<file path="src/rtl/ppu_pkg.sv">
package ppu_pkg;

   localparam int DIM_W      = 13;
   localparam int MAX_DIM    = 4096;
   localparam int DIM_TOP    = (1 << DIM_W) - 1;
   localparam int DIM_CAP    = (MAX_DIM > DIM_TOP) ? DIM_TOP : MAX_DIM;
   localparam logic [DIM_W-1:0] DIM_CAP_C = DIM_W'(DIM_CAP);

   localparam int OFFS_W     = 24;
   localparam int COLOR_W    = 24;
   localparam int RGBA_W     = 32;
   localparam int IDX_W      = 8;
   localparam int LIMIT_W    = 9;
   localparam int BPP_W      = 4;
   localparam int CSR_IDX_W  = 3;
   localparam int CSR_DATA_W = 13;

   localparam logic [7:0] ALPHA_OPAQUE = 8'hFF;

   // Register indexes of the configuration port.
   localparam logic [CSR_IDX_W-1:0] CSR_BPP       = 3'd0;
   localparam logic [CSR_IDX_W-1:0] CSR_WIDTH     = 3'd1;
   localparam logic [CSR_IDX_W-1:0] CSR_HEIGHT    = 3'd2;
   localparam logic [CSR_IDX_W-1:0] CSR_COLORS    = 3'd3;
   localparam logic [CSR_IDX_W-1:0] CSR_MIRROR_X  = 3'd4;
   localparam logic [CSR_IDX_W-1:0] CSR_TOP_DOWN  = 3'd5;

   localparam logic REQ_PALETTE = 1'b0;
   localparam logic REQ_DATA    = 1'b1;

   localparam logic STATUS_OK    = 1'b0;
   localparam logic STATUS_RANGE = 1'b1;

   // Effective index width, as a code.
   localparam logic [1:0] BPP_1 = 2'd0;
   localparam logic [1:0] BPP_2 = 2'd1;
   localparam logic [1:0] BPP_4 = 2'd2;
   localparam logic [1:0] BPP_8 = 2'd3;

   typedef struct packed {
      logic               req_type;
      logic [7:0]         palette_slot;
      logic [COLOR_W-1:0] palette_color;
      logic [7:0]         data_byte;
   } req_payload_type;

   typedef struct packed {
      logic [OFFS_W-1:0] pixel_offset;
      logic [RGBA_W-1:0] rgba;
      logic              status;
      logic              last_of_byte;
      logic              image_done;
   } rsp_payload_type;

   typedef struct packed {
      logic               changed;
      logic [1:0]         bpp;
      logic [DIM_W-1:0]   width;
      logic [DIM_W-1:0]   height;
      logic [LIMIT_W-1:0] limit;
      logic               mirror_x;
      logic               top_down;
   } cfg_type;

   typedef struct packed {
      logic              valid;
      logic [IDX_W-1:0]  idx;
      logic [OFFS_W-1:0] offset;
      logic              status;
      logic              last;
      logic              done;
   } pix_type;

   typedef struct packed {
      logic               en;
      logic [7:0]         slot;
      logic [COLOR_W-1:0] color;
   } pal_wr_type;

endpackage

</file>
<file path="src/rtl/ppu_csr.sv">
module ppu_csr
   import ppu_pkg::*;
#(
   parameter int PALETTE_DEPTH = 256
) (
   input  logic                  clock,
   input  logic                  reset,
   input  logic                  csr_we,
   input  logic [CSR_IDX_W-1:0]  csr_index,
   input  logic [CSR_DATA_W-1:0] csr_wdata,
   output cfg_type               cfg
);

   localparam logic [LIMIT_W-1:0] DEPTH_C = LIMIT_W'(PALETTE_DEPTH);

   logic [BPP_W-1:0]   bpp_ff;
   logic [DIM_W-1:0]   width_ff;
   logic [DIM_W-1:0]   height_ff;
   logic [LIMIT_W-1:0] colors_ff;
   logic               mirror_ff;
   logic               top_down_ff;

   logic [1:0]         bpp_code;
   logic [LIMIT_W-1:0] pow;
   logic [LIMIT_W-1:0] lim_a;

   function automatic logic [DIM_W-1:0] clamp_dim(input logic [DIM_W-1:0] v);
      logic [DIM_W-1:0] r;
      if (v == '0) begin
         r = DIM_W'(1);
      end else if (v > DIM_CAP_C) begin
         r = DIM_CAP_C;
      end else begin
         r = v;
      end
      return r;
   endfunction

   always_ff @(posedge clock) begin
      if (reset) begin
         bpp_ff      <= BPP_W'(8);
         width_ff    <= DIM_W'(1);
         height_ff   <= DIM_W'(1);
         colors_ff   <= '0;
         mirror_ff   <= 1'b0;
         top_down_ff <= 1'b0;
      end else if (csr_we) begin
         case (csr_index)
            CSR_BPP:      bpp_ff      <= csr_wdata[BPP_W-1:0];
            CSR_WIDTH:    width_ff    <= csr_wdata[DIM_W-1:0];
            CSR_HEIGHT:   height_ff   <= csr_wdata[DIM_W-1:0];
            CSR_COLORS:   colors_ff   <= csr_wdata[LIMIT_W-1:0];
            CSR_MIRROR_X: mirror_ff   <= csr_wdata[0];
            CSR_TOP_DOWN: top_down_ff <= csr_wdata[0];
            default: ;
         endcase
      end
   end

   always_comb begin
      case (bpp_ff)
         BPP_W'(1): begin
            bpp_code = BPP_1;
            pow      = LIMIT_W'(2);
         end
         BPP_W'(2): begin
            bpp_code = BPP_2;
            pow      = LIMIT_W'(4);
         end
         BPP_W'(4): begin
            bpp_code = BPP_4;
            pow      = LIMIT_W'(16);
         end
         default: begin
            bpp_code = BPP_8;
            pow      = LIMIT_W'(256);
         end
      endcase
      lim_a = ((colors_ff != '0) && (colors_ff < pow)) ? colors_ff : pow;
   end

   assign cfg.changed  = csr_we;
   assign cfg.bpp      = bpp_code;
   assign cfg.width    = clamp_dim(width_ff);
   assign cfg.height   = clamp_dim(height_ff);
   assign cfg.limit    = (lim_a > DEPTH_C) ? DEPTH_C : lim_a;
   assign cfg.mirror_x = mirror_ff;
   assign cfg.top_down = top_down_ff;

endmodule

</file>
<file path="config.mk">
export PLATFORM = sky130hd
export DESIGN_NAME = ppu_csr
export DESIGN_NICKNAME = d
export VERILOG_FILES = /design/src/rtl/ppu_pkg.sv /design/src/rtl/ppu_csr.sv
export SDC_FILE = /design/constraint.sdc
export NUM_CORES = 1
export LEC_CHECK = 0
export BUFFER_PORTS_ARGS = -buffer_cell sky130_fd_sc_hd__buf_2
export CAP_MARGIN = 20
export CORE_MARGIN = 2
export CORE_UTILIZATION = 36
export CTS_CLUSTER_DIAMETER = 60
export CTS_CLUSTER_SIZE = 40
export DETAILED_ROUTE_END_ITERATION = 6
export PLACE_DENSITY = 0.68
export SLEW_MARGIN = 40
export SYNTH_ARGS = -nofsm -noshare
export SYNTH_HDL_FRONTEND = slang
export SYNTH_SLANG_ARGS = --single-unit
</file>
<file path="constraint.sdc">
create_clock -name clock -period 4.2 [get_ports clock]
set_input_delay 0.42 -clock clock [delete_from_list [all_inputs] [get_ports clock]]
set_output_delay 0.42 -clock clock [all_outputs]
set_load 0.02 [all_outputs]
</file>
# Word level (Yosys, flattened, before mapping)
# Cells that the tools add are included.
[totals] ff_bits=41 inputBits=19 out_inout_bits=40 word_cells=37
[classes] magnitude_cmp=4 n_eq_ne=8 muxes=8 reduce_logical=11
[ops] cell="$mux W13" n=4
[ops] cell="$pmux W9 S3" n=1
[ops] cell="$gt A13 B13 Y1 const B" n=2
[ops] cell="$logic_not A13 Y1" n=2
[ops] cell="$mux W9" n=2
[ops] cell="$reduce_and A2 Y1" n=6
[ops] cell="$gt A9 B9 Y1 const B" n=1
[ops] cell="$lt A9 B9 Y1" n=1
[ops] cell="$reduce_bool A9 Y1" n=1
[ops] cell="$eq A3 B2 Y1 const B" n=2
[ops] cell="$eq A3 B3 Y1 const B" n=2
[ops] cell="$pmux W2 S3" n=1
[ops] cell="$eq A4 B1 Y1 const B" n=1
[ops] cell="$eq A4 B2 Y1 const B" n=1
[ops] cell="$eq A4 B3 Y1 const B" n=1
[ops] cell="$eq A3 B1 Y1 const B" n=1
[ops] cell="$logic_not A3 Y1" n=1
[ops] cell="$logic_and A1 B1 Y1" n=1

# Logic depth before layout (Yosys ltp)
# Gate-level depths: netlist of run 1.
[logic_depth] word_depth=7 depth_mapped=8 ltp_nobuf=8

# Worst setup path before layout of run 1
# No wires, ideal clock.
[synth_path] path_kind="register to output" from="reg bpp_ff[2]" to="out cfg[3] (netlist name)" arrival_time_ps=2132 required_time_ps=3780 setup_slack_ps=1648 stages_incl_launch_ff=9 n_path_buf=0 path_cell_list="dfxtp_1 -> inv_1 -> a31oi_1 -> nand2_1 -> ha_1 -> o311ai_1 -> a21oi_4 -> nor3_2 -> o2bb2ai_1"
[synth_rtl] element="from (decl)" line="ppu_csr.sv:16" source="logic [BPP_W-1:0] bpp_ff;"
[synth_rtl] element="from (signal assigned)" line="ppu_csr.sv:49" source="CSR_BPP: bpp_ff <= csr_wdata[BPP_W-1:0];"
[synth_rtl] element="to (decl)" line="ppu_csr.sv:11" source="output cfg_type cfg"

==> results.py, run 1 <==
metrics = {
    "synth": {
        "syn_inst": 255,
        "synth_top_cell_by_area": "dfxtp_1",
        "synth_nets": 277,
        "synth_top_area_share_pct": 41.4,
        "ys_types": 31,
        "avgSynthCellArea_sq_um": 7.78,
        "ys_top_cells_by_area": "dfxtp_1, nand2_1, a21oi_1",
        "netlist_top_cells_count": "nand2_1, dfxtp_1, a21oi_1, nor2b_1, nor2_1",
        "yosys_warnings": 0,
        "async_flop_share_pct": 0,
        "synth_most_common_cell": "nand2_1",
        "seq_area_frac_synth_pct": 41.4,
        "ys_ff_latch": 41,
        "netlist_area_sq_um": 1980,
        "synth-edff-count": 0,
        "ys.flop_type": "dfxtp_1",
    },
    "grt": {
        "grt_max_degree": 42,
        "grt_pass1_wl_um": 8150,
        "grt-ovfl-total": 0,
        "grt_pass1_vias": 1692,
        "track_usage_pct": 16.9,
        "antenna_found_initial": 0,
    },
    "final_layout": {
        "drive_gt1_share_pct": 24.3,
        "diodes": 0,
        "fin_nets": 325,
        "area_growth_pct": 21.4,
        "final_cells": 376,
    },
    "power": {
        "p_leak_nw": 1.02,
        "irDropWorstVdd_uv": 148,
        "power_density_nw_per_um2": 343,
        "total_power_uw": 827,
    },
    "worst_setup_path": {
        "r2r_slack_ps": 3300,
        "max_stage_delay_ps": 380,
        "cp.arrival_ps": 2400,
        "crit_required_ps": 3780,
        "end_kind": "output pin",
        "critical_path_class": "register to output pin",
        "cpMaxStageDelayCell": "nor4b_4",
        "worstPathMaxFanout": 8,
        "path_cells": "nor4b_4 -> a31oi_1 -> nand2_1 -> ha_1 -> o41ai_1 -> nand2b_1 -> nor3_4 -> o2bb2ai_1 -> buf_2",
        "cp-start-kind": "register",
    },
    "cts": {
        "ctsHoldBuffers": 0,
        "clockRootBuffer": "clkbuf_8",
        "clk_latency_ps": 290,
        "clkTransAtPathRegs_ps": 90,
        "cts_post_setup_buffers_inserted": 0,
        "cts_tree": "yes",
        "cts_made_buffers": 5,
        "cts_max_level": 2,
        "clk_path_buf_depth": 2,
        "clkSinkCount": 41,
        "cts_resized": 0,
    },
    "die": {
        "rows": 27,
        "coreArea_sq_um": 5410,
        "start_util_pct": 36.7,
        "die_h_um": 78.2,
        "die_x_um": 78.2,
        "die_area_sq_um": 6120,
        "ioPinCount": 59,
    },
    "timing": {
        "fin_setup_tns_ps": 0,
        "finClkSkew_ps": 0,
        "fin_crit_ps": 2820,
        "rsz0062_at_grt": "false",
        "slew_headroom_pct": 52.2,
        "fmax_ghz": 0.355,
        "max_slew.worst_pin.slew_ps": 717,
        "setup_violations": 0,
        "slew_viol_final": 0,
        "whs_ps": 371,
        "fin_crit_sh_pct": 67.1,
        "hold_violations": 0,
    },
    "routing": {
        "wl_um": 4870,
        "vias_per_cell": 4.93,
        "wl_per_cell_um": 13.0,
        "vias": 1853,
        "drcViolationCount": 0,
        "first_pass_iters": 4,
        "final_antenna_net_count": 0,
        "drt_first_iter_violations": 151,
    },
    "placed_design": {
        "dpl.hpwl_um": 3550,
        "portBuffers": 58,
        "gp_congestion": 0.826,
        "place_inst": 368,
    },
    "hold_path": {
        "hold_class": "primary input to register",
    },
    "status": {
        "status": "finished clean",
    },
    "job": {
        "drv_cap": 0,
    },
}
logic make-up (layout without fill, tap and decap cells):
family / Yosys count / in the layout / share of synthesized area, %
buf+inv: 20 / 69 / 4.54
fa+ha+maj: 3 / 3 / 1.89
flops: 41 / 41 / 41.4
mux: 4 / 4 / 2.02
simple gates: 142 / 142 / 36.8
compound gates: 45 / 45 / 13.4
layout make-up:
type | count | area [sq um]
fill | 584 | 3000
multi-input combinational | 194 | 1080
sequential | 41 | 821
timing repair buffer | 58 | 290
tap | 72 | 90.1
clock buffer | 6 | 82.6
clock inverter | 2 | 37.5
inverter | 3 | 11.3
final timing paths:
check | from | end | depth (start not counted)
worst max-delay path | bpp_ff[1]$_SDFFE_PP0P_ | cfg[4] | 9
worst min-delay path | csr_wdata[10] | height_ff[10]$_SDFFE_PP0P_ | 3
worst max register to register | height_ff[12]$_SDFFE_PP0P_ | height_ff[12]$_SDFFE_PP0P_ | 2
worst min register to register | height_ff[9]$_SDFFE_PP0P_ | height_ff[9]$_SDFFE_PP0P_ | 2
flip-flops by register name, summed over array words and instances (netlist names):
name         flops
bpp_ff           4
mirror_ff        1
top_down_ff      1
width_ff        13
height_ff       13
colors_ff        9
metal layers:
layer  vias to the layer above  wire length (um)  global-route usage [%]
li1                        944                 -                       -
met1                       861              2210                    21.7
met2                        40              2330                    26.9
met3                         8               232                    4.71
met4                         0                90                    6.49
met5                         -                 0                       0
placed cells by master, fill, tap and decap left out, types with 6 or more instances in the layout:
cell type / Yosys / final
dfxtp_1: 41 / 41
and2_1: 7 / 7
nor3_1: 6 / 6
clkbuf_8: 0 / 6
nor2b_1: 23 / 23
nand2_1: 73 / 73
a21oi_1: 34 / 34
nor2_1: 12 / 11
buf_2: 3 / 58
critical path, delay by kind of cell, from the launching register on:
family	cells	cell delay (ps)
AND/OR/NAND/NOR	4	970
AO/OA/AOI/OAI	3	320
adder cells (fa/ha/maj)	1	260
flip-flops	1	360
buffers and inverters	1	180
metrics by stage:
stage               setup slack, ps  util (%)  area, sq um
finish                         1380      44.6         2410
global route                   1200      44.6         2410
floorplan                      1650         -         1980
detailed placement             1710      42.3         2290
CTS                            1380      44.5         2410
global placement               1800      42.3         2290
where the power goes:
group / internal, mW / switching [mW]
Clock: 0.193 / 0.143
Combinational: 0.0311 / 0.0542
Sequential: 0.397 / 0.00851
Total: 0.622 / 0.205
No activity file was read; power rests on OpenSTA's default activity.
==> run 2: changes to the inputs <==
PLACE_DENSITY = 0.7   (was 0.68)
clock period = 2.46 ns   (was 4.2 ns; I/O delays follow)
==> run 2 against run 1 <==
  * Combinational power grew 93%
  * Critical path depth is the same
  * Clock power grew 30%
  * Utilization up 3.6 points
  * First-iteration DRC count shrank 30%
  * Worst hold slack worse by 160 ps
  * Sequential power is 71% higher
  * Largest cell class unchanged
==> results.py, run 2 (synthesis gave the netlist of run 1 again) <==
metrics = {
    "cts": {
        "cts_tree": "yes",
        "cts_made_buffers": 5,
        "clkSinkCount": 41,
        "clockRootBuffer": "clkbuf_8",
        "clk_path_buf_depth": 2,
        "clk_latency_ps": 280,
        "cts_max_level": 2,
        "clkTransAtPathRegs_ps": 70,
    },
    "timing": {
        "hold_violations": 0,
        "fmax_ghz": 0.408,
        "slew_viol_final": 0,
        "slew_headroom_pct": 52.2,
        "finClkSkew_ps": 0,
        "setup_ws_ps": 6.24,
        "setup_violations": 0,
        "max_slew.worst_pin.slew_ps": 717,
        "fin_crit_ps": 2450,
        "rsz0062_at_grt": "true",
        "fin_crit_sh_pct": 99.7,
        "fin_setup_tns_ps": 0,
    },
    "final_layout": {
        "fillers": 530,
        "diodes": 0,
        "final_cell_mix": "nand2_1, buf_2, dfxtp_1, a21oi_1, nor2b_1",
        "largest_registers": "height_ff: 13 flops, width_ff: 13 flops, colors_ff: 9 flops",
        "fin_area_sq_um": 2600,
        "final_common_cell": "nand2_1",
        "fin_nets": 336,
        "drive_gt1_share_pct": 30.6,
        "area_growth_pct": 31.1,
        "final_cells": 386,
    },
    "routing": {
        "drcViolationCount": 0,
        "first_pass_iters": 4,
        "wl_per_cell_um": 12.8,
        "drt_first_iter_violations": 105,
        "wl_um": 4930,
        "vias_per_cell": 4.86,
        "final_antenna_net_count": 0,
        "vias": 1875,
    },
    "status": {
        "status": "finished clean",
    },
    "worst_setup_path": {
        "worstPathMaxFanout": 8,
        "cp-start-kind": "register",
        "end_kind": "output pin",
        "cp.arrival_ps": 2210,
        "critical_path_class": "register to output pin",
        "r2r_start": "width_ff[12]$_SDFFE_PP0P_",
        "cp-startpoint": "bpp_ff[0]$_SDFFE_PP0P_",
        "crit_required_ps": 2210,
    },
    "placed_design": {
        "dpl.hpwl_um": 3410,
        "gp_congestion": 0.759,
        "place_area_sq_um": 2300,
        "dp_worst_setup_slack_ps": 212,
        "place_inst": 370,
        "portBuffers": 58,
    },
    "die": {
        "die_h_um": 78.2,
        "die_area_sq_um": 6120,
        "rows": 27,
        "die_x_um": 78.2,
        "coreArea_sq_um": 5410,
        "ioPinCount": 59,
        "start_util_pct": 36.7,
    },
    "power": {
        "irDropWorstVdd_uv": 400,
        "p_leak_nw": 1.08,
        "total_power_mw": 1.30,
        "power_density_nw_per_um2": 498,
    },
    "grt": {
        "grt_pass1_vias": 1732,
        "grt_pass1_wl_um": 8170,
        "track_usage_pct": 16.3,
        "antenna_found_initial": 0,
        "grt_max_degree": 42,
        "grt-ovfl-total": 0,
    },
    "hold_path": {
        "hp-start": "csr_wdata[10]",
        "hold_class": "primary input to register",
    },
    "job": {
        "drv_cap": 0,
    },
}
## run 2: final timing paths
path,endpoint,slack [ps],cells past startpoint
setup / recovery,cfg[9],6,9
hold / removal,height_ff[10]$_SDFFE_PP0P_,210,3
setup reg to reg,width_ff[12]$_SDFFE_PP0P_,1530,2
hold reg to reg,height_ff[5]$_SDFFE_PP0P_,470,2
## run 2: routing by layer
metal / vias up / global-route usage [%] / share of wire, %
li1: 965 / - / -
met1: 858 / 21.6 / 45
met2: 48 / 27.4 / 49
met3: 4 / 2.53 / 4.3
met4: 0 / 4.74 / 1.3
met5: - / 0 / 0
## run 2: power by group
| group | total (mW) | internal (mW) | switching (mW) | leakage (nW) |
|---|---|---|---|---|
| clock | 0.437 | 0.223 | 0.214 | 0.0443 |
| combinational | 0.165 | 0.0667 | 0.0980 | 0.707 |
| sequential | 0.694 | 0.678 | 0.0156 | 0.333 |
## run 2: repair_timing
item | CTS | global route
pin swaps | 4 | 8
buffers inserted | 10 | 0
hold buffers | 0 | 0
setup endpoints to repair | 8 | 9
cloned | 0 | 0
resized for setup | 10 | 22
## run 2: layout make-up
cell class                      count  area [sq um]  share of cell area (%)
Inverter                            3          11.3                   0.433
Sequential cell                    41           826                    31.7
Timing Repair Buffer               69           415                    16.0
Tap cell                           72          90.1                    3.46
Clock buffer                        7          86.3                    3.32
Multi-Input combinational cell    194          1170                    45.1
## run 2: per-stage QoR
stage | utilization (%) | hold slack (ps)
floorplan | - | 364
global placement | 42.6 | 457
detailed placement | 42.6 | 459
CTS | 46.3 | 208
global route | 48.1 | 213
finish | 48.1 | 213
## run 2: worst max-delay path, stage by stage (launching register included)
cell and delay [ps]:
dfxtp_2 340, nor4b_4 130, a31oi_1 190, nand2_1 150, ha_4 310, o311ai_4 100
a21oi_4 280, nor3_4 110, and2_1 190, buf_6 130
