--- config.mk ---
export PLATFORM = sky130hd
export DESIGN_NAME = ppu_unpack
export DESIGN_NICKNAME = d
export VERILOG_FILES = /design/src/rtl/ppu_pkg.sv /design/src/rtl/ppu_unpack.sv
export SDC_FILE = /design/constraint.sdc
export NUM_CORES = 1
export LEC_CHECK = 0
export BUFFER_PORTS_ARGS = -buffer_cell sky130_fd_sc_hd__buf_2
export CAP_MARGIN = 20
export CORE_MARGIN = 1.5
export CORE_UTILIZATION = 65
export CTS_BUF_LIST = sky130_fd_sc_hd__clkbuf_2
export DETAILED_ROUTE_END_ITERATION = 7
export PLACE_DENSITY = 0.91
export SYNTH_ARGS = -nofsm -noshare
export SYNTH_HDL_FRONTEND = slang
export SYNTH_SLANG_ARGS = --single-unit
export TNS_END_PERCENT = 30
--- constraint.sdc ---
create_clock -name clock -period 9.7 [get_ports clock]
set_input_delay 0 -clock clock [delete_from_list [all_inputs] [get_ports clock]]
set_output_delay 0 -clock clock [all_outputs]
set_load 0.05 [all_outputs]
--- src/rtl/ppu_pkg.sv ---
package ppu_pkg;

   localparam int DIM_W      = 13;
   localparam int MAX_DIM    = 4096;
   localparam int DIM_TOP    = (1 << DIM_W) - 1;
   localparam int DIM_CAP    = (MAX_DIM > DIM_TOP) ? DIM_TOP : MAX_DIM;
   localparam logic [DIM_W-1:0] DIM_CAP_C = DIM_W'(DIM_CAP);

   localparam int OFFS_W     = 24;
   localparam int COLOR_W    = 24;
   localparam int RGBA_W     = 32;
   localparam int IDX_W      = 8;
   localparam int LIMIT_W    = 9;
   localparam int BPP_W      = 4;
   localparam int CSR_IDX_W  = 3;
   localparam int CSR_DATA_W = 13;

   localparam logic [7:0] ALPHA_OPAQUE = 8'hFF;

   // Register indexes of the configuration port.
   localparam logic [CSR_IDX_W-1:0] CSR_BPP       = 3'd0;
   localparam logic [CSR_IDX_W-1:0] CSR_WIDTH     = 3'd1;
   localparam logic [CSR_IDX_W-1:0] CSR_HEIGHT    = 3'd2;
   localparam logic [CSR_IDX_W-1:0] CSR_COLORS    = 3'd3;
   localparam logic [CSR_IDX_W-1:0] CSR_MIRROR_X  = 3'd4;
   localparam logic [CSR_IDX_W-1:0] CSR_TOP_DOWN  = 3'd5;

   localparam logic REQ_PALETTE = 1'b0;
   localparam logic REQ_DATA    = 1'b1;

   localparam logic STATUS_OK    = 1'b0;
   localparam logic STATUS_RANGE = 1'b1;

   // Effective index width, as a code.
   localparam logic [1:0] BPP_1 = 2'd0;
   localparam logic [1:0] BPP_2 = 2'd1;
   localparam logic [1:0] BPP_4 = 2'd2;
   localparam logic [1:0] BPP_8 = 2'd3;

   typedef struct packed {
      logic               req_type;
      logic [7:0]         palette_slot;
      logic [COLOR_W-1:0] palette_color;
      logic [7:0]         data_byte;
   } req_payload_type;

   typedef struct packed {
      logic [OFFS_W-1:0] pixel_offset;
      logic [RGBA_W-1:0] rgba;
      logic              status;
      logic              last_of_byte;
      logic              image_done;
   } rsp_payload_type;

   typedef struct packed {
      logic               changed;
      logic [1:0]         bpp;
      logic [DIM_W-1:0]   width;
      logic [DIM_W-1:0]   height;
      logic [LIMIT_W-1:0] limit;
      logic               mirror_x;
      logic               top_down;
   } cfg_type;

   typedef struct packed {
      logic              valid;
      logic [IDX_W-1:0]  idx;
      logic [OFFS_W-1:0] offset;
      logic              status;
      logic              last;
      logic              done;
   } pix_type;

   typedef struct packed {
      logic               en;
      logic [7:0]         slot;
      logic [COLOR_W-1:0] color;
   } pal_wr_type;

endpackage

--- src/rtl/ppu_unpack.sv ---
module ppu_unpack
   import ppu_pkg::*;
(
   input  logic       clock,
   input  logic       reset,
   input  cfg_type    cfg,
   input  logic       load,
   input  logic [7:0] load_byte,
   input  logic       adv,
   output logic       take_ok,
   output logic       stuck,
   output pix_type    pix
);

   localparam logic [1:0] FIX_NORM = 2'd0;
   localparam logic [1:0] FIX_BASE = 2'd1;
   localparam logic [1:0] FIX_WRAP = 2'd2;

   logic              s1_valid_ff, s1_valid_in;
   logic [7:0]        shift_ff, shift_in;
   logic [2:0]        k_ff, k_in;
   logic [DIM_W-1:0]  col_ff, col_in;
   logic [DIM_W-1:0]  row_ff, row_in;
   logic [DIM_W-1:0]  x_ff, x_in;
   logic [OFFS_W-1:0] base_ff, base_in;
   logic [OFFS_W-1:0] wrap_ff, wrap_in;
   logic              ok_ff, ok_in;
   logic [1:0]        fix_ff, fix_in;
   logic              err_ff, err_in;

   logic [IDX_W-1:0]   idx;
   logic [2:0]         last_k;
   logic [7:0]         shift_next;
   logic               bad;
   logic [DIM_W-1:0]   col_inc, row_inc, row_t;
   logic               row_end, wrap;
   logic               issue, byte_last, fin;
   logic [DIM_W-1:0]   h_m1, y, mul_a;
   logic [2*DIM_W-1:0] prod;
   logic [OFFS_W-1:0]  w_ext;

   always_comb begin
      case (cfg.bpp)
         BPP_1: begin
            idx        = {7'b0, shift_ff[7]};
            last_k     = 3'd7;
            shift_next = {shift_ff[6:0], 1'b0};
         end
         BPP_2: begin
            idx        = {6'b0, shift_ff[7:6]};
            last_k     = 3'd3;
            shift_next = {shift_ff[5:0], 2'b0};
         end
         BPP_4: begin
            idx        = {4'b0, shift_ff[7:4]};
            last_k     = 3'd1;
            shift_next = {shift_ff[3:0], 4'b0};
         end
         default: begin
            idx        = shift_ff;
            last_k     = 3'd0;
            shift_next = 8'b0;
         end
      endcase
   end

   assign bad       = {1'b0, idx} >= cfg.limit;
   assign col_inc   = col_ff + DIM_W'(1);
   assign row_inc   = row_ff + DIM_W'(1);
   assign row_end   = col_inc >= cfg.width;
   assign wrap      = row_inc >= cfg.height;
   assign issue     = s1_valid_ff && ok_ff && adv;
   assign byte_last = row_end || (k_ff == last_k);
   assign fin       = issue && (bad || byte_last);
   assign take_ok   = !s1_valid_ff || fin;
   // A byte taken alongside an issuing error pixel is already dropped.
   assign stuck     = err_ff || (issue && bad);

   // One multiplier serves both base products while the position is rebuilt.
   assign h_m1  = cfg.height - DIM_W'(1);
   assign y     = cfg.top_down ? row_ff : (h_m1 - row_ff);
   assign mul_a = (fix_ff == FIX_BASE) ? y : h_m1;
   assign prod  = {{DIM_W{1'b0}}, mul_a} * {{DIM_W{1'b0}}, cfg.width};
   assign w_ext = {{(OFFS_W-DIM_W){1'b0}}, cfg.width};
   assign row_t = (col_ff >= cfg.width) ? row_inc : row_ff;

   assign pix.valid  = issue;
   assign pix.idx    = idx;
   assign pix.offset = base_ff + {{(OFFS_W-DIM_W){1'b0}}, x_ff};
   assign pix.status = bad ? STATUS_RANGE : STATUS_OK;
   assign pix.last   = bad || byte_last;
   assign pix.done   = !bad && row_end && wrap;

   always_comb begin
      s1_valid_in = s1_valid_ff;
      shift_in    = shift_ff;
      k_in        = k_ff;
      col_in      = col_ff;
      row_in      = row_ff;
      x_in        = x_ff;
      base_in     = base_ff;
      wrap_in     = wrap_ff;
      ok_in       = ok_ff;
      fix_in      = fix_ff;
      err_in      = err_ff;

      // After a register write the position is rebuilt before the first pixel.
      if (s1_valid_ff && !ok_ff) begin
         case (fix_ff)
            FIX_NORM: begin
               col_in = (col_ff >= cfg.width) ? '0 : col_ff;
               row_in = (row_t >= cfg.height) ? '0 : row_t;
               fix_in = FIX_BASE;
            end
            FIX_BASE: begin
               base_in = prod[OFFS_W-1:0];
               x_in    = cfg.mirror_x ? (cfg.width - DIM_W'(1) - col_ff) : col_ff;
               fix_in  = FIX_WRAP;
            end
            FIX_WRAP: begin
               wrap_in = prod[OFFS_W-1:0];
               ok_in   = 1'b1;
               fix_in  = FIX_NORM;
            end
            default: begin
               fix_in = FIX_NORM;
            end
         endcase
      end

      if (issue) begin
         if (bad) begin
            err_in = 1'b1;
         end else if (row_end) begin
            col_in = '0;
            x_in   = cfg.mirror_x ? (cfg.width - DIM_W'(1)) : '0;
            if (wrap) begin
               row_in  = '0;
               base_in = cfg.top_down ? '0 : wrap_ff;
            end else begin
               row_in  = row_inc;
               base_in = cfg.top_down ? (base_ff + w_ext) : (base_ff - w_ext);
            end
         end else begin
            col_in = col_inc;
            x_in   = cfg.mirror_x ? (x_ff - DIM_W'(1)) : (x_ff + DIM_W'(1));
         end
      end

      if (fin) begin
         s1_valid_in = 1'b0;
      end else if (issue) begin
         shift_in = shift_next;
         k_in     = k_ff + 3'd1;
      end

      if (load) begin
         s1_valid_in = 1'b1;
         shift_in    = load_byte;
         k_in        = '0;
      end

      if (cfg.changed) begin
         ok_in  = 1'b0;
         fix_in = FIX_NORM;
      end
   end

   always_ff @(posedge clock) begin
      if (reset) begin
         s1_valid_ff <= 1'b0;
         col_ff      <= '0;
         row_ff      <= '0;
         ok_ff       <= 1'b0;
         fix_ff      <= FIX_NORM;
         err_ff      <= 1'b0;
      end else begin
         s1_valid_ff <= s1_valid_in;
         col_ff      <= col_in;
         row_ff      <= row_in;
         ok_ff       <= ok_in;
         fix_ff      <= fix_in;
         err_ff      <= err_in;
      end
      shift_ff <= shift_in;
      k_ff     <= k_in;
      x_ff     <= x_in;
      base_ff  <= base_in;
      wrap_ff  <= wrap_in;
   end

endmodule

After elaboration in Yosys (flattened, before gate mapping)
Index checks and enable logic that the tools add are counted.

storage, ports and cells
  bits of input ports = 52
  register bits after elaboration = 103
  logic and storage cells = 101
  output and inout port bits = 38

cells by class
  bitwise operators = 1
  order comparisons = 5
  add/subtract/negate cells = 12
  reduce and logical (&&, ||, !) cells = 23
  multipliers = 1
  multiplexer cells = 42
  eq/ne operators = 6

operators by type and width
  operator                                             count
  two-way mux 13 bit                                   24
  two-way mux 24 bit                                   8
  >= comparator 13 bit                                 4
  adder 24 x 13 -> 24 bit                              2
  case mux 8 bit (3 select lines)                      2
  adder 13 x 1 -> 13 bit (second input constant)       3
  subtractor 13 x 1 -> 13 bit (second input constant)  3
  subtractor 13 bit                                    2
  multiplier 13 x 13 -> 24 bit                         1
  two-way mux 8 bit                                    3
  subtractor 24 x 13 -> 24 bit                         1
  >= comparator 8 x 9 -> 1 bit                         1
  case mux 3 bit (3 select lines)                      1
  AND reduction 2 bit                                  4
  logical AND 1 bit                                    7
  == test 2 x 1 -> 1 bit (second input constant)       2
  == test 2 bit (second input constant)                2
  logical NOT 2 bit                                    2
  logical OR 1 bit                                     4
  case mux 2 bit (2 select lines)                      1
  nonzero test 2 bit                                   2
  adder 3 x 1 -> 3 bit (second input constant)         1
  == test 3 bit                                        1
  logical NOT 1 bit                                    3
  other kinds (4)                                      6

Logic depth before layout (Yosys ltp)
Gate-level depths: netlist of the first run.

  depth in word-level cells = 10
  depth in mapped cells = 35
  depth with buffers taken out = 34

Least setup slack after synthesis of the first run
No wires, ideal clock.

  kind = reg2reg
  start = register row_ff[2]
  end = register base_ff[23]
  data required time = 9.580 ns
  path buffers = 2
  arrival time = 7.074 ns
  cell stages (with the launch flop) = 32
  period minus slack after synthesis = 7.193 ns
  slack = 2.507 ns
  path through = dfxtp_1 -> buf_2 -> inv_1 -> ha_1 -> nor2b_1 -> o31ai_1 -> a211oi_1 -> o41ai_2 -> a211oi_1 -> a31o_2 -> a31oi_1 -> clkbuf_1 -> nand2_1 -> fa_1 -> inv_1 -> fa_1 -> fa_1 -> fa_1 -> inv_1 -> fa_1 -> inv_1 -> ha_1 -> a21o_1 -> a21o_1 -> a2bb2oi_1 -> o311ai_1 -> o211ai_1 -> a31oi_1 -> o31ai_1 -> xor2_1 -> xnor2_1 -> a211o_1

between the ends
  word-level cells in the longest chain between the ends = 9
  elaborated cells between the ends (all ways) = 12

ends and longest elaborated chain
  item                              line               RTL
  from (decl)                       ppu_unpack.sv:23   logic [DIM_W-1:0] row_ff, row_in;
  from (signal assigned)            ppu_unpack.sv:180  row_ff <= row_in;
  subtractor 13 bit                 ppu_unpack.sv:81   assign y = cfg.top_down ? row_ff : (h_m1 - row_ff);
  two-way mux 13 bit (*)            ppu_unpack.sv:81
  two-way mux 13 bit (*)            ppu_unpack.sv:82   assign mul_a = (fix_ff == FIX_BASE) ? y : h_m1;
  multiplier 13 x 13 -> 24 bit (*)  ppu_unpack.sv:83   assign prod = {{DIM_W{1'b0}}, mul_a} * {{DIM_W{1'b0}}, cfg.width};
  named net prod[23]                ppu_unpack.sv:39   logic [2*DIM_W-1:0] prod;
  two-way mux 24 bit (*)            ppu_unpack.sv:109  case (fix_ff)
  two-way mux 24 bit (*)            ppu_unpack.sv:108  if (s1_valid_ff && !ok_ff) begin
  two-way mux 24 bit                ppu_unpack.sv:134  end else if (row_end) begin
  two-way mux 24 bit                ppu_unpack.sv:132  if (bad) begin
  two-way mux 24 bit (*)            ppu_unpack.sv:131  if (issue) begin
  named net base_in[23]             ppu_unpack.sv:25   logic [OFFS_W-1:0] base_ff, base_in;
  to (signal assigned)              ppu_unpack.sv:188  base_ff <= base_in;
  to (decl)                         ppu_unpack.sv:25

Mark *: on every way through the listed nets, which the timed path passes. The rest lies on a longest branch.
A chain may end at the register's enable or synchronous reset.

Final worst setup path of the first run
  start = register row_ff[1]
  end = register wrap_ff[23], data pin

between the ends
  word-level cells in the longest chain between the ends = 4

ends and longest elaborated chain
  item                              line               RTL
  subtractor 13 bit                 ppu_unpack.sv:81
  two-way mux 13 bit (*)            ppu_unpack.sv:81
  two-way mux 13 bit (*)            ppu_unpack.sv:82
  multiplier 13 x 13 -> 24 bit (*)  ppu_unpack.sv:83
  named net prod[23]                ppu_unpack.sv:39
  to (signal assigned)              ppu_unpack.sv:189  wrap_ff <= wrap_in;
  to (decl)                         ppu_unpack.sv:26   logic [OFFS_W-1:0] wrap_ff, wrap_in;

Marked as above.

==> results of run 1 <==
==> metal layers <==
metal	global-route usage, %	part of all wire, %
met1	43.3	37
met2	61.4	47
met3	6.45	10
met4	20.4	5.8
met5	0	0
==> registers in the layout, indices dropped and copies added, names as in the netlist <==
| name | cells |
|---|---|
| base_ff | 24 |
| wrap_ff | 24 |
| col_ff | 13 |
| row_ff | 13 |
| x_ff | 13 |
| shift_ff | 8 |
| k_ff | 3 |
| fix_ff | 2 |
| err_ff | 1 |
| ok_ff | 1 |
| s1_valid_ff | 1 |
==> report_power, final <==
group	leakage, nW	internal [mW]	switching [mW]
clock	0.0696	0.0407	0.183
sequential	0.882	0.655	0.0986
combinational	7.15	1.60	2.60
total	8.10	2.30	2.88
==> synth_stat cells (14+ instances only) <==
| library cell | n |
|---|---|
| a211oi_1 | 23 |
| a21o_1 | 40 |
| a21oi_1 | 111 |
| a311oi_1 | 32 |
| a31oi_1 | 41 |
| and2_1 | 79 |
| and3_1 | 37 |
| clkbuf_1 | 76 |
| dfxtp_1 | 71 |
| edfxtp_1 | 32 |
| fa_1 | 125 |
| ha_1 | 196 |
| inv_1 | 232 |
| mux2i_1 | 16 |
| nand2_1 | 198 |
| nand2b_1 | 16 |
| nand3_1 | 41 |
| nor2_1 | 128 |
| nor2b_1 | 27 |
| nor3_1 | 59 |
| o21a_1 | 24 |
| o21ai_0 | 80 |
| o31ai_1 | 14 |
| or3_1 | 24 |
| xnor2_1 | 108 |
| xor2_1 | 44 |
==> worst paths after layout <==
path | start | end | slack [ps] | cells past startpoint
setup / recovery | row_ff[1]$_SDFF_PP0_ | wrap_ff[23]$_DFFE_PP_ | 1010 | 30
hold / removal | cfg[25] | wrap_ff[1]$_DFFE_PP_ | 100 | 3
setup reg to reg | row_ff[1]$_SDFF_PP0_ | wrap_ff[23]$_DFFE_PP_ | 1010 | 30
hold reg to reg | wrap_ff[6]$_DFFE_PP_ | base_ff[6]$_DFF_P_ | 530 | 2
==> worst register-to-register path, delay by kind of cell, from the launching register on <==
family	cells	cell delay (ps)
AOI/OAI and AO/OA	9	2380
xor gates and xnor gates	3	530
adders and majority gates	7	3100
buffers and inverters	6	890
DFF	1	550
and+or+nand+nor	5	1040
==> through the flow <==
stage | hold WS [ps] | util (%) | area [µm²] | power, mW
final | 98.2 | 71.1 | 17400 | 5.18
after global routing | 76.6 | 71.1 | 17400 | 5.59
after CTS | 24.5 | 71.0 | 17400 | 5.07
after detailed placement | 224 | 69.2 | 16900 | 4.81
after global placement | 221 | 69.2 | 16900 | 4.62
after floorplan | 79.3 | - | 16300 | 3.83
==> final cells by class <==
cell class	instances	area, µm²
clock buffer	9	45.0
fill	1782	7080
clock inverter	7	60.1
tap	324	405
multi-input combinational	1590	12700
sequential	103	2380
inverter	238	893
antenna	2	5.00
timing repair buffer	141	916
==> timing repair <==
| item | CTS | global route |
|---|---|---|
| hold endpoints to repair | 53 | 0 |
| endpoints found under the setup margin | 0 | 0 |
| gates resized for setup | 0 | 0 |
| hold buffers | 32 | 0 |
==> logic make-up after synthesis <==
family	after synthesis	synth area share (%)
adder cells (fa/ha/maj)	321	30.4
flip-flops	103	14.6
AO/OA/AOI/OAI	449	18.2
multiplexers	20	1.33
XOR/XNOR	153	8.27
buffers and inverters	327	7.62
AND/OR/NAND/NOR	647	19.5
==> qor.yml, run 1 <==
outcome: "finished clean"
path_buf_inv: 6
netlist_area_um2: 16300
fin_crit_ps: 8690
initial_core_util_pct: 66.6
final.setup.tns_ps: 0
stdcell_count: 2414
layout_commonest_cell: "inv_1"
cts_buffer_depth: 2
timing.fmax_mhz: 115
drv_cap: 0
drt_wl_total_mm: 46.4
numCtsBuffers: 9
final_cell_mix: "inv_1, nand2_1, ha_1"
synth_area_leaders: "fa_1, ha_1, dfxtp_1"
slew_headroom_pct: 33.9
slowest_delay_ps: 640
drive_gt1_share_pct: 7.42
avgSynthCellArea_um2: 8.07
grt_pass1_vias: 16003
grt_overflow_total: 0
coreArea_um2: 24500
cts_sinks: 103
num-nets-final: 2456
post-cts-setup-buffers: 0
start_kind: "flip-flop"
drt-initial-drc-count: 1700
routabilityCongestion: 1.01
fin_crit_sh_pct: 89.6
yosysTopAreaCell: "fa_1"
cts_tree: "done"
post-place-ws_ps: 1590
clkLatencyLatePin_ps: 720
crit_type: "reg -> reg"
post_drt_wl_per_cell_um: 19.2
synth_warnings: 0
vias: 15580
maxSlewViolCount: 0
grt_pass1_wl_mm: 76.3
crit_fanout: 10
tightest_slew_ps: 984
yosysSeqAreaShare_pct: 14.6
hold_violations: 0
grt_usage_pct: 36.2
chipHeight_um: 161
dieWidth_um: 161
port_buffers: 89
rsz0062_at_grt: "false"
dp.cells: 2361
drt_pass1_iterations: 6
worstHoldPathType: "in -> reg"
grt_max_degree: 56
die_area_um2: 26000
drcViolationCount: 0
peakVddDrop_uv: 367
synth_edf_count: 32
synth_flop_cell: "dfxtp_1"
synthCells: 2020
synth.ff_latch_count: 103
worst_clock_skew_ps: 111
synthArstFlopShare_pct: 0
cp_slowest_cell: "a211oi_2"
cp-end-kind: "flip-flop"
htreeDepth: 3
post-route-worst-setup-slack_ps: 1010
synth_nets: 2393
setup_violations: 0
rows: 57
place_hpwl_mm: 35.3
yosysTopAreaCellShare_pct: 15.4
postRouteAntennaNets: 0
ys_types: 85
crit_family: "adder cells"
required_ps: 10150
area_growth_pct: 6.70
powerDensity_nw_per_um2: 298
cellLeakagePower_nw: 8.10
clockRootBuffer: "clkbuf_2"
ios: 90
crit_arrival_ps: 9140
path_clk_slew_ps: 330
antenna_found_initial: 3
viasPerCell: 6.45
No activity file was read; power rests on OpenSTA's default activity.
==> inputs of run 2 (changes only) <==
--- a/config.mk
+++ b/config.mk
@@ -11,6 +11,7 @@
 export CORE_UTILIZATION = 65
 export CTS_BUF_LIST = sky130_fd_sc_hd__clkbuf_2
 export DETAILED_ROUTE_END_ITERATION = 7
+export MAX_ROUTING_LAYER = met4
 export PLACE_DENSITY = 0.91
 export SYNTH_ARGS = -nofsm -noshare
 export SYNTH_HDL_FRONTEND = slang
==> constraint.sdc (replaced) <==
create_clock -name clock -period 10.3 [get_ports clock]
set_input_delay 0 -clock clock [delete_from_list [all_inputs] [get_ports clock]]
set_output_delay 0 -clock clock [all_outputs]
set_load 0.05 [all_outputs]
==> run 2 against run 1 <==
Global-route usage grew 0.73 points. Via count shrank 0.85%. Critical path type unchanged. Critical path depth is the same. Worst setup slack gained 550 ps. First-iteration DRC count shrank 1.0%. Clock power shrank 5%. Sequential share of layout area is essentially flat. Die area is the same. Highest routed layer unchanged. Fmax shrank 0.59%. Total power shrank 6.0%. Largest cell class unchanged. Sequential power shrank 5.6%. Final area grew 0.18%.
==> qor.yml, run 2 (synthesis gave the netlist of run 1 again) <==
outcome: "finished clean"
drt-initial-drc-count: 1683
fin_crit_ps: 8740
antenna_found_initial: 2
crit_fanout: 13
cp_slowest_cell: "a21oi_1"
powerDensity_nw_per_um2: 279
gr-usage-met2_pct: 60.5
setup_violations: 0
hold_violations: 0
numCtsBuffers: 9
drive_gt1_share_pct: 7.42
num-nets-final: 2458
port_buffers: 89
slew_headroom_pct: 25.1
vias: 15448
final.setup.tns_ps: 0
busiest_layer: "met2"
drcViolationCount: 0
cts_buffer_depth: 2
die_area_um2: 26000
cts-resized-gates: 0
viasPerCell: 6.39
drt_pass1_iterations: 6
clkLatencyLatePin_ps: 690
timing.fmax_mhz: 114
start_kind: "flip-flop"
slowest_delay_ps: 900
postLayoutCoreUtil_pct: 71.2
required_ps: 10750
dieWidth_um: 161
path_clk_slew_ps: 370
worstHoldPathType: "in -> reg"
crit_arrival_ps: 9200
path_common_cell: "fa_1"
grt_usage_pct: 36.9
chipHeight_um: 161
cellLeakagePower_nw: 8.11
crit_type: "reg -> reg"
layout_commonest_cell: "inv_1"
grtUsageMet3_pct: 5.50
cts_tree: "done"
grt_pass1_wl_mm: 75.4
grt_pass1_vias: 15618
worst_clock_skew_ps: 70.3
clockRootBuffer: "clkbuf_2"
final_cell_mix: "inv_1, nand2_1, ha_1"
postRouteAntennaNets: 0
maxSlewViolCount: 0
reg_top3: "base_ff (24), wrap_ff (24)"
cp-end-kind: "flip-flop"
grt_util_met1_pct: 43.9
ios: 90
cts_sinks: 103
place_hpwl_mm: 35.2
tightest_slew_ps: 1120
coreArea_um2: 24500
drt_wl_total_mm: 45.9
area_growth_pct: 6.89
rsz0062_at_grt: "false"
drv_cap: 0
routabilityCongestion: 1.02
initial_core_util_pct: 66.6
post_drt_wl_per_cell_um: 19.0
grt_overflow_total: 0
grt_max_degree: 56
htreeDepth: 3
rows: 57
peakVddDrop_uv: 422
fin_crit_sh_pct: 84.9
## run 2: cell types whose count changed in the layout (fill, tap and decap cells not counted), sizes merged
cell         previous run  this run
buf                   109       108
dlygate4sd3            32        34
clkbuf                  9        10
## run 2: critical path, delay by kind of cell (launching register included)
family                   cells  cell delay, ps
buffers and inverters        5             810
XOR/XNOR                     3             400
AO/OA/AOI/OAI               10            2670
flip-flops                   1             550
AND/OR/NAND/NOR              5            1060
adder cells (fa/ha/maj)      7            3030
## run 2: path summary, 6_finish.rpt
check                                          start                    end  slack (ps)  cells past startpoint
worst min register to register  wrap_ff[8]$_DFFE_PP_     base_ff[8]$_DFF_P_         550                      2
worst max register to register  row_ff[1]$_SDFF_PP0_  wrap_ff[23]$_DFFE_PP_        1560                     30
worst min-delay path                         cfg[26]        x_ff[2]$_DFF_P_          40                      4
worst max-delay path            row_ff[1]$_SDFF_PP0_  wrap_ff[23]$_DFFE_PP_        1560                     30
## run 2: per-layer routing
| layer | vias to the layer above | routed length (µm) |
|---|---|---|
| met4 | 0 | 2380 |
| li1 | 7074 | - |
| met2 | 878 | 21900 |
| met3 | 196 | 4380 |
| met1 | 7300 | 17300 |
| met5 | - | 0 |
## run 2: what timing repair did
item | CTS | global route
endpoints found under the hold margin | 57 | 0
hold buffers | 34 | 0
buffers inserted | 0 | 0
## run 2: stage by stage
step / setup WS, ps / cells / total power [mW] / hold WS, ps / area (µm²)
6_report: 1560 / 2416 / 4.87 / 44.7 / 17400
2_1_floorplan: 3110 / 2020 / 3.61 / 79.3 / 16300
4_1_cts: 1710 / 2412 / 4.79 / 3.94 / 17400
3_3_place_gp: 2370 / 2362 / 4.35 / 220 / 16900
5_1_grt: 1080 / 2416 / 5.27 / 43.1 / 17400
3_5_place_dp: 2150 / 2362 / 4.53 / 221 / 16900
## run 2: cell type report
type / instances / area [µm²]
Multi-Input combinational cell: 1590 / 12700
Timing Repair Buffer: 143 / 936
Fill cell: 1844 / 7050
Tap cell: 324 / 405
Clock inverter: 7 / 71.3
Clock buffer: 9 / 45.0
Inverter: 238 / 893
Sequential cell: 103 / 2380
Antenna cell: 2 / 5.00
## run 2: power by group
| group | internal (mW) | total, mW | leakage [nW] | switching (mW) |
|---|---|---|---|---|
| sequential | 0.617 | 0.712 | 0.882 | 0.0949 |
| combinational | 1.51 | 3.94 | 7.16 | 2.43 |
| clock | 0.0410 | 0.212 | 0.0726 | 0.171 |
| total | 2.17 | 4.87 | 8.11 | 2.70 |
